`src/sv/awi_pkg.sv`:
```
// ----------------------------------------------------------------------------
// awi_pkg - shared constants for the averaged waveform interpolator
// Field widths, register indexes, reset values and default step count.
// ----------------------------------------------------------------------------
package awi_pkg;

   // default number of interpolated points per sample
   localparam int STEPS_DEFAULT = 10;

   // field widths
   localparam int SUM_W    = 32;
   localparam int COUNT_W  = 16;
   localparam int OFFSET_W = 24;
   localparam int CODE_W   = 24;

   // configuration port
   localparam int CSR_INDEX_W = 1;
   localparam int CSR_DATA_W  = 24;

   localparam logic [CSR_INDEX_W-1:0] REG_AVERAGE_COUNT = 1'd0;
   localparam logic [CSR_INDEX_W-1:0] REG_OFFSET_LEVEL  = 1'd1;

   // register reset values
   localparam logic [COUNT_W-1:0]  AVERAGE_COUNT_RESET = 16'd1;
   localparam logic [OFFSET_W-1:0] OFFSET_LEVEL_RESET  = 24'd524288;

   // end marker word
   localparam logic [CODE_W-1:0] MARKER_CODE = {CODE_W{1'b1}};

endpackage

```
`src/sv/awi_divider.sv`:
```
// ----------------------------------------------------------------------------
// awi_divider - iterative unsigned divider
// Restoring division, one quotient bit per cycle over the DIVIDEND_W bits of
// the dividend. Quotient holds after done until the next start.
// ----------------------------------------------------------------------------
module awi_divider #(
   parameter int DIVIDEND_W = 44,
   parameter int DIVISOR_W  = 20
) (
   input  logic                  clock,
   input  logic                  reset,
   input  logic                  start,
   input  logic [DIVIDEND_W-1:0] dividend,
   input  logic [DIVISOR_W-1:0]  divisor,
   output logic                  done,
   output logic [DIVIDEND_W-1:0] quotient
);

   localparam int CNT_W = $clog2(DIVIDEND_W);
   localparam logic [CNT_W-1:0] CNT_LAST = CNT_W'(DIVIDEND_W - 1);

   logic                  busy_ff, busy_in;
   logic                  done_ff, done_in;
   logic [CNT_W-1:0]      cnt_ff, cnt_in;
   logic [DIVISOR_W-1:0]  rem_ff, rem_in;
   logic [DIVISOR_W-1:0]  divisor_ff, divisor_in;
   logic [DIVIDEND_W-1:0] quo_ff, quo_in;

   logic [DIVISOR_W:0]    trial;
   logic [DIVISOR_W:0]    trial_sub;
   logic                  fits;

   // one restoring step
   always_comb begin
      trial     = {rem_ff, quo_ff[DIVIDEND_W-1]};
      trial_sub = trial - {1'b0, divisor_ff};
      fits      = (trial >= {1'b0, divisor_ff});
   end

   // next state
   always_comb begin
      busy_in    = busy_ff;
      done_in    = 1'b0;
      cnt_in     = cnt_ff;
      rem_in     = rem_ff;
      divisor_in = divisor_ff;
      quo_in     = quo_ff;
      if (start) begin
         busy_in    = 1'b1;
         cnt_in     = '0;
         rem_in     = '0;
         divisor_in = divisor;
         quo_in     = dividend;
      end else if (busy_ff) begin
         rem_in = fits ? trial_sub[DIVISOR_W-1:0] : trial[DIVISOR_W-1:0];
         quo_in = {quo_ff[DIVIDEND_W-2:0], fits};
         cnt_in = cnt_ff + 1'b1;
         if (cnt_ff == CNT_LAST) begin
            busy_in = 1'b0;
            done_in = 1'b1;
         end
      end
   end

   // control registers
   always_ff @(posedge clock) begin
      if (reset) begin
         busy_ff <= 1'b0;
         done_ff <= 1'b0;
      end else begin
         busy_ff <= busy_in;
         done_ff <= done_in;
      end
   end

   // datapath registers
   always_ff @(posedge clock) begin
      cnt_ff     <= cnt_in;
      rem_ff     <= rem_in;
      divisor_ff <= divisor_in;
      quo_ff     <= quo_in;
   end

   assign done     = done_ff;
   assign quotient = quo_ff;

endmodule

```
`src/sv/averaged_waveform_interpolator_unit.sv`:
```
// ----------------------------------------------------------------------------
// averaged_waveform_interpolator_unit - x STEPS linear upsampler of sums
// Divides accumulated sums by the averaging count and emits interpolated,
// offset-corrected, inverted 24-bit points followed by an end marker.
// ----------------------------------------------------------------------------
// Usage:
//   req_* carries one accumulated sum per transfer in tdata, tlast marks the
//   final sample of a buffer. rsp_* carries one point per transfer: tdata is
//   the 24-bit code, tuser flags the all-ones end marker, tlast marks the
//   final result caused by one input. csr_* writes average_count (index 0)
//   and offset_level (index 1); write only while the block is idle.
//   A first sample that is not final produces nothing; each later sample
//   releases STEPS points of the previous one. The final sample adds STEPS
//   flat points and the end marker.
//   Every point goes through one shared restoring divider, one quotient bit
//   a cycle over 40+clog2(STEPS+1) bits; DMUL and YMUL set up each sample,
//   XMUL and DIFF each point, and EMIT hands it off. req_tready is high
//   only while the sequencer is idle.
//   A stalled receiver holds the sequencer before it loads the output
//   register; nothing is dropped. Reset clears the held sample, restores the
//   register defaults and empties the output register.
// ----------------------------------------------------------------------------
module averaged_waveform_interpolator_unit #(
   parameter int STEPS = awi_pkg::STEPS_DEFAULT
) (
   input  logic                             clock,
   input  logic                             reset,
   // input stream; tdata: sum_value[31:0]
   input  logic                             req_tvalid,
   output logic                             req_tready,
   input  logic [awi_pkg::SUM_W-1:0]        req_tdata,
   // tlast: last_sample
   input  logic                             req_tlast,
   // result stream; tdata: sample_code[23:0]
   output logic                             rsp_tvalid,
   input  logic                             rsp_tready,
   output logic [awi_pkg::CODE_W-1:0]       rsp_tdata,
   // tuser: end_marker
   output logic                             rsp_tuser,
   output logic                             rsp_tlast,
   // configuration write port
   input  logic                             csr_we,
   input  logic [awi_pkg::CSR_INDEX_W-1:0]  csr_index,
   input  logic [awi_pkg::CSR_DATA_W-1:0]   csr_wdata
);

   localparam int SUM_W   = awi_pkg::SUM_W;
   localparam int COUNT_W = awi_pkg::COUNT_W;
   localparam int OFF_W   = awi_pkg::OFFSET_W;
   localparam int CODE_W  = awi_pkg::CODE_W;
   localparam int J_W     = $clog2(STEPS + 1);
   localparam int P_W     = SUM_W + J_W;
   localparam int D_W     = COUNT_W + J_W;
   localparam int Y_W     = OFF_W + D_W;

   localparam logic [J_W-1:0] STEPS_J  = J_W'(STEPS);
   localparam logic [J_W-1:0] J_LAST   = J_W'(STEPS - 1);

   // sequencer states
   localparam logic [2:0] ST_IDLE = 3'd0;
   localparam logic [2:0] ST_DMUL = 3'd1;
   localparam logic [2:0] ST_YMUL = 3'd2;
   localparam logic [2:0] ST_XMUL = 3'd3;
   localparam logic [2:0] ST_DIFF = 3'd4;
   localparam logic [2:0] ST_DIV  = 3'd5;
   localparam logic [2:0] ST_EMIT = 3'd6;
   localparam logic [2:0] ST_MARK = 3'd7;

   logic [2:0]         state_ff, state_in;
   logic [COUNT_W-1:0] count_ff, count_in;
   logic [OFF_W-1:0]   offset_ff, offset_in;
   logic [SUM_W-1:0]   prev_ff, prev_in;
   logic               have_prev_ff, have_prev_in;
   logic [SUM_W-1:0]   a_ff, a_in;
   logic [SUM_W-1:0]   cur_ff, cur_in;
   logic               fin_ff, fin_in;
   logic               flat_ff, flat_in;
   logic [J_W-1:0]     j_ff, j_in;
   logic [D_W-1:0]     d_ff, d_in;
   logic [Y_W-1:0]     y_ff, y_in;
   logic [P_W-1:0]     p_ff, p_in;
   logic               neg_ff, neg_in;
   logic               rsp_valid_ff, rsp_valid_in;
   logic [CODE_W-1:0]  rsp_code_ff, rsp_code_in;
   logic               rsp_user_ff, rsp_user_in;
   logic               rsp_last_ff, rsp_last_in;

   logic [COUNT_W-1:0] count_eff;
   logic [Y_W-1:0]     x_ext;
   logic               x_ge_y;
   logic [Y_W-1:0]     div_dividend;
   logic               div_start;
   logic               div_done;
   logic [Y_W-1:0]     div_quotient;
   logic [CODE_W-1:0]  q_low;
   logic [CODE_W-1:0]  point_code;
   logic               out_free;
   logic               req_transfer;

   // shared divider for all points
   awi_divider #(
      .DIVIDEND_W (Y_W),
      .DIVISOR_W  (D_W)
   ) u_divider (
      .clock    (clock),
      .reset    (reset),
      .start    (div_start),
      .dividend (div_dividend),
      .divisor  (d_ff),
      .done     (div_done),
      .quotient (div_quotient)
   );

   // point arithmetic around the divider
   always_comb begin
      count_eff    = (count_ff == '0) ? COUNT_W'(1) : count_ff;
      x_ext        = Y_W'({p_ff, 4'b0000});
      x_ge_y       = (x_ext >= y_ff);
      div_dividend = x_ge_y ? (x_ext - y_ff) : (y_ff - x_ext);
      div_start    = (state_ff == ST_DIFF);
      q_low        = div_quotient[CODE_W-1:0];
      point_code   = neg_ff ? q_low : (CODE_W'(0) - q_low);
      out_free     = !rsp_valid_ff || rsp_tready;
      req_transfer = req_tvalid && (state_ff == ST_IDLE);
   end

   // sequencer and register next values
   always_comb begin
      state_in     = state_ff;
      count_in     = count_ff;
      offset_in    = offset_ff;
      prev_in      = prev_ff;
      have_prev_in = have_prev_ff;
      a_in         = a_ff;
      cur_in       = cur_ff;
      fin_in       = fin_ff;
      flat_in      = flat_ff;
      j_in         = j_ff;
      d_in         = d_ff;
      y_in         = y_ff;
      p_in         = p_ff;
      neg_in       = neg_ff;
      rsp_valid_in = rsp_valid_ff && !rsp_tready;
      rsp_code_in  = rsp_code_ff;
      rsp_user_in  = rsp_user_ff;
      rsp_last_in  = rsp_last_ff;

      // configuration writes
      if (csr_we) begin
         case (csr_index)
            awi_pkg::REG_AVERAGE_COUNT: count_in  = csr_wdata[COUNT_W-1:0];
            awi_pkg::REG_OFFSET_LEVEL:  offset_in = csr_wdata[OFF_W-1:0];
            default: ;
         endcase
      end

      case (state_ff)
         ST_IDLE: begin
            if (req_transfer) begin
               cur_in  = req_tdata;
               fin_in  = req_tlast;
               a_in    = have_prev_ff ? prev_ff : req_tdata;
               flat_in = !have_prev_ff;
               j_in    = '0;
               if (have_prev_ff || req_tlast) begin
                  state_in = ST_DMUL;
               end
               if (req_tlast) begin
                  prev_in      = '0;
                  have_prev_in = 1'b0;
               end else begin
                  prev_in      = req_tdata;
                  have_prev_in = 1'b1;
               end
            end
         end
         ST_DMUL: begin
            d_in     = D_W'(count_eff) * D_W'(STEPS_J);
            state_in = ST_YMUL;
         end
         ST_YMUL: begin
            y_in     = Y_W'(offset_ff) * Y_W'(d_ff);
            state_in = ST_XMUL;
         end
         ST_XMUL: begin
            p_in     = P_W'(a_ff) * P_W'(STEPS_J - j_ff) + P_W'(cur_ff) * P_W'(j_ff);
            state_in = ST_DIFF;
         end
         ST_DIFF: begin
            neg_in   = !x_ge_y;
            state_in = ST_DIV;
         end
         ST_DIV: begin
            if (div_done) begin
               state_in = ST_EMIT;
            end
         end
         ST_EMIT: begin
            if (out_free) begin
               rsp_valid_in = 1'b1;
               rsp_code_in  = point_code;
               rsp_user_in  = 1'b0;
               rsp_last_in  = !flat_ff && !fin_ff && (j_ff == J_LAST);
               if (j_ff == J_LAST) begin
                  j_in = '0;
                  if (flat_ff) begin
                     state_in = ST_MARK;
                  end else if (fin_ff) begin
                     flat_in  = 1'b1;
                     a_in     = cur_ff;
                     state_in = ST_XMUL;
                  end else begin
                     state_in = ST_IDLE;
                  end
               end else begin
                  j_in     = j_ff + 1'b1;
                  state_in = ST_XMUL;
               end
            end
         end
         ST_MARK: begin
            if (out_free) begin
               rsp_valid_in = 1'b1;
               rsp_code_in  = awi_pkg::MARKER_CODE;
               rsp_user_in  = 1'b1;
               rsp_last_in  = 1'b1;
               state_in     = ST_IDLE;
            end
         end
         default: begin
            state_in = ST_IDLE;
         end
      endcase
   end

   // control registers
   always_ff @(posedge clock) begin
      if (reset) begin
         state_ff     <= ST_IDLE;
         count_ff     <= awi_pkg::AVERAGE_COUNT_RESET;
         offset_ff    <= awi_pkg::OFFSET_LEVEL_RESET;
         prev_ff      <= '0;
         have_prev_ff <= 1'b0;
         rsp_valid_ff <= 1'b0;
      end else begin
         state_ff     <= state_in;
         count_ff     <= count_in;
         offset_ff    <= offset_in;
         prev_ff      <= prev_in;
         have_prev_ff <= have_prev_in;
         rsp_valid_ff <= rsp_valid_in;
      end
   end

   // datapath registers
   always_ff @(posedge clock) begin
      a_ff        <= a_in;
      cur_ff      <= cur_in;
      fin_ff      <= fin_in;
      flat_ff     <= flat_in;
      j_ff        <= j_in;
      d_ff        <= d_in;
      y_ff        <= y_in;
      p_ff        <= p_in;
      neg_ff      <= neg_in;
      rsp_code_ff <= rsp_code_in;
      rsp_user_ff <= rsp_user_in;
      rsp_last_ff <= rsp_last_in;
   end

   assign req_tready = (state_ff == ST_IDLE);
   assign rsp_tvalid = rsp_valid_ff;
   assign rsp_tdata  = rsp_code_ff;
   assign rsp_tuser  = rsp_user_ff;
   assign rsp_tlast  = rsp_last_ff;

endmodule

```
`config.mk`:
```
export PLATFORM = sky130hd
export DESIGN_NAME = averaged_waveform_interpolator_unit
export DESIGN_NICKNAME = d
export VERILOG_FILES = /design/src/sv/awi_pkg.sv /design/src/sv/awi_divider.sv /design/src/sv/averaged_waveform_interpolator_unit.sv
export SDC_FILE = /design/constraint.sdc
export NUM_CORES = 2
export LEC_CHECK = 0
export BUFFER_PORTS_ARGS = -buffer_cell sky130_fd_sc_hd__buf_2
export CAP_MARGIN = 15
export CORE_ASPECT_RATIO = 0.5
export CORE_MARGIN = 4
export CORE_UTILIZATION = 35
export CTS_CLUSTER_DIAMETER = 50
export DETAILED_ROUTE_END_ITERATION = 10
export GPL_TIMING_DRIVEN = 1
export PLACE_DENSITY = 0.5
export RECOVER_POWER = 50
export SETUP_SLACK_MARGIN = 0.4
export SYNTH_ARGS = -nofsm -noshare
export SYNTH_HDL_FRONTEND = slang
export SYNTH_SLANG_ARGS = --single-unit
```
`constraint.sdc`:
```
create_clock -name clock -period 7.4 [get_ports clock]
set_input_delay 0.74 -clock clock [delete_from_list [all_inputs] [get_ports clock]]
set_output_delay 0.74 -clock clock [all_outputs]
set_load 0.01 [all_outputs]
```
==> qor.yml <==
run_status:
  outcome: "finished with violations"
  violations: "max-capacitance violations, max-slew violations"
synth:
  synth_top_area_share_pct: 27.4
  synth.top_cells.by_area: "fa_1, edfxtp_1, ha_1"
  syn_inst: 4718
  synth_warnings: 0
  synth_flop_cell: "edfxtp_1"
  synth_top_cell_by_area: "fa_1"
  synth_nets: 5705
  ys_types: 85
  netlist_area_mm2: 0.0433
  synth.yosys.seq_area_share_pct: 22.7
  synth.avg_cell_area_um2: 9.19
  synth_edf_count: 258
  ys_ff_latch: 363
  ys_async_sr_fraction_pct: 0
place:
  gp_congestion: 0.877
  port_buffers: 90
  place_hpwl_um: 95600
final_layout:
  drive_gt1_share_pct: 7.08
  num_antenna_cells: 0
  seqCellArea_mm2: 0.00986
  final_cell_mix: "inv_1, nand2_1, fa_1"
  final_common_cell: "inv_1"
  nets: 5736
  n_fill_cell: 12300
  multi_input_area_mm2: 0.0299
  syn2layout_area_growth_pct: 10.4
  final_util_pct: 39.3
floorplan:
  initial_core_util_pct: 35.6
  ioPinCount: 91
  die_width_um: 506
  core_area_mm2: 0.122
  die_h_um: 257
  rows: 90
  die-area_mm2: 0.130
clock_network:
  cts_root_buffer: "clkbuf_16"
  insertion_delay_ns: 0.63
  cts_sinks: 363
  clk_pin_slew_ns: 0.06
  numCtsBuffers: 48
  holdBufCountCts: 0
  cts_tree: "done"
  clk_path_buf_depth: 3
  htreeDepth: 2
drt:
  drtIter0Drc: 1965
  dr.pass1.iters: 5
  antenna_left: 0
  routed_wl_um: 118000
  viasPerCell: 5.00
  route.detailed.drc: 0
  vias: 32200
  avgRoutedWirePerCell_um: 18.3
global_routing:
  gr-total-overflow: 0
  first_global_vias: 32700
  antenna_found_initial: 5
  grt_pass1_wl_um: 187000
  grtUsageTotal_pct: 18.0
  grt_max_degree: 102
worst_setup_path:
  cp.arrival_ns: 7.38
  worstSetupPathType: "flip-flop to flip-flop"
  cp_max_fo: 7
  cp-end-kind: "flip-flop"
  rrSetupSlack_ns: 0.38
  max_stage_delay_ns: 0.62
  crit_top_cell: "fa_1"
  cp_slowest_cell: "fa_1"
  path_cells: "clkbuf_1, buf_4, nand2_1, fa_1, fa_1, fa_1, fa_1, fa_1, fa_1, inv_2, ha_4, and3_4, a31oi_4, nor2_1, or3_4, a211o_1, a221o_1, a211o_1, and2_4, a311oi_2, xnor2_1"
  required_ns: 7.75
  start_kind: "flip-flop"
sta:
  rsz0062_at_grt: "true"
  finalHoldViolCount: 0
  tns_ns: 0
  fin_crit_ns: 7.02
  setup_viol: 0
  max_freq_mhz: 142
  slew_headroom_pct: -104
  slew_viol_final: 316
  fin_crit_sh_pct: 94.9
  finClkSkew_ns: 0.0408
  tightest_slew_ns: 3.05
worst_hold_path:
  hold_path.class: "primary input to flip-flop"
flow_run:
  cap_violations: 8
-- metrics by stage --
stage | instances | instance area, um^2 | hold WS (ns) | setup WS (ns)
4_1_cts | 6414 | 47400 | 0.275 | 0.404
3_3_place_gp | 6307 | 45600 | 0.467 | -0.00407
3_5_place_dp | 6307 | 45600 | 0.475 | 0.0160
2_1_floorplan | 4718 | 43300 | 0.440 | 0.717
5_1_grt | 6445 | 47800 | 0.318 | 0.166
6_report | 6445 | 47800 | 0.349 | 0.377
-- state kept, by name (all words and copies together) (netlist names) --
signal and cells:
a_ff 32, have_prev_ff 1, cur_ff 32, u_divider.busy_ff 1
fin_ff 1, j_ff 4, offset_ff 24, u_divider.cnt_ff 6
u_divider.rem_ff 20, u_divider.quotient 44, rsp_tvalid 1, y_ff 43
flat_ff 1, prev_ff 32, u_divider.divisor_ff 19, state_ff 3
rsp_tdata 24, u_divider.done 1, neg_ff 1, p_ff 36
count_ff 16, d_ff 19, rsp_tuser 1, rsp_tlast 1
-- cells by family after synthesis --
family | synth area share, %
flip-flops | 22.7
XOR/XNOR | 2.89
AND/OR/NAND/NOR | 16.0
adder cells (fa/ha/maj) | 36.9
AO/OA/AOI/OAI | 10.6
multiplexers | 1.81
buffers and inverters | 9.00
-- per-layer routing --
| layer | wire (um) | global-route usage (%) |
|---|---|---|
| met5 | 0 | 0 |
| met4 | 2540 | 3.80 |
| met3 | 5030 | 1.95 |
| met2 | 52900 | 28.5 |
| met1 | 57700 | 26.6 |
-- synthesized netlist by cell type (7+ instances only) --
cell	number
a31o_2	8
nand3b_1	9
nor2b_1	53
buf_2	21
and3_1	17
a31oi_1	16
a211o_1	11
xor2_1	39
dfxtp_1	105
nand2b_1	27
o21ai_0	142
ha_1	331
a21boi_0	7
o31ai_1	9
nor2_1	208
fa_1	593
a21oi_1	295
o21a_1	20
nor3b_1	36
buf_1	11
o211ai_1	16
nand4_1	23
clkbuf_1	212
nor4_1	14
inv_1	778
mux2i_1	75
or3_1	25
nand2_1	642
xnor2_1	104
o21bai_1	25
nand3_1	51
or2_2	9
nor3_1	33
a211oi_1	23
edfxtp_1	258
a21o_1	90
and2_1	274
-- final timing paths --
kind / startpoint / to / depth (start not counted)
max: d_ff[13] / y_ff[42] / 21
min: req_tdata[18] / cur_ff[18] / 1
max reg2reg: d_ff[13] / y_ff[42] / 21
min reg2reg: prev_ff[9] / prev_ff[9] / 2
-- final cells by class --
cell class                 count  share of cell area, %
clock buffer                  59                   2.71
timing repair buffer         229                   3.00
multi-input combinational   3329                   62.5
tap                         1656                   4.33
clock inverter                31                  0.725
inverter                     778                   6.10
sequential                   363                   20.6
-- worst max-delay path: cells and delay by family (launching register included) --
kind | cells | cell delay (ns)
and+or+nand+nor | 5 | 0.83
DFF | 1 | 0.32
AOI/OAI and AO/OA | 5 | 1.46
xor gates and xnor gates | 1 | 0.10
adders and majority gates | 7 | 3.30
buffers and inverters | 3 | 0.73
-- repair_timing --
item	4_1_cts	5_1_grt
setup endpoints to repair	7	16
resized for setup	3	90
setup buffers	17	27
pin swaps	1	47
cloned	0	3
Power is not shown: default switching activity piles up to over one toggle a cycle in this logic, so the estimate is an artifact.
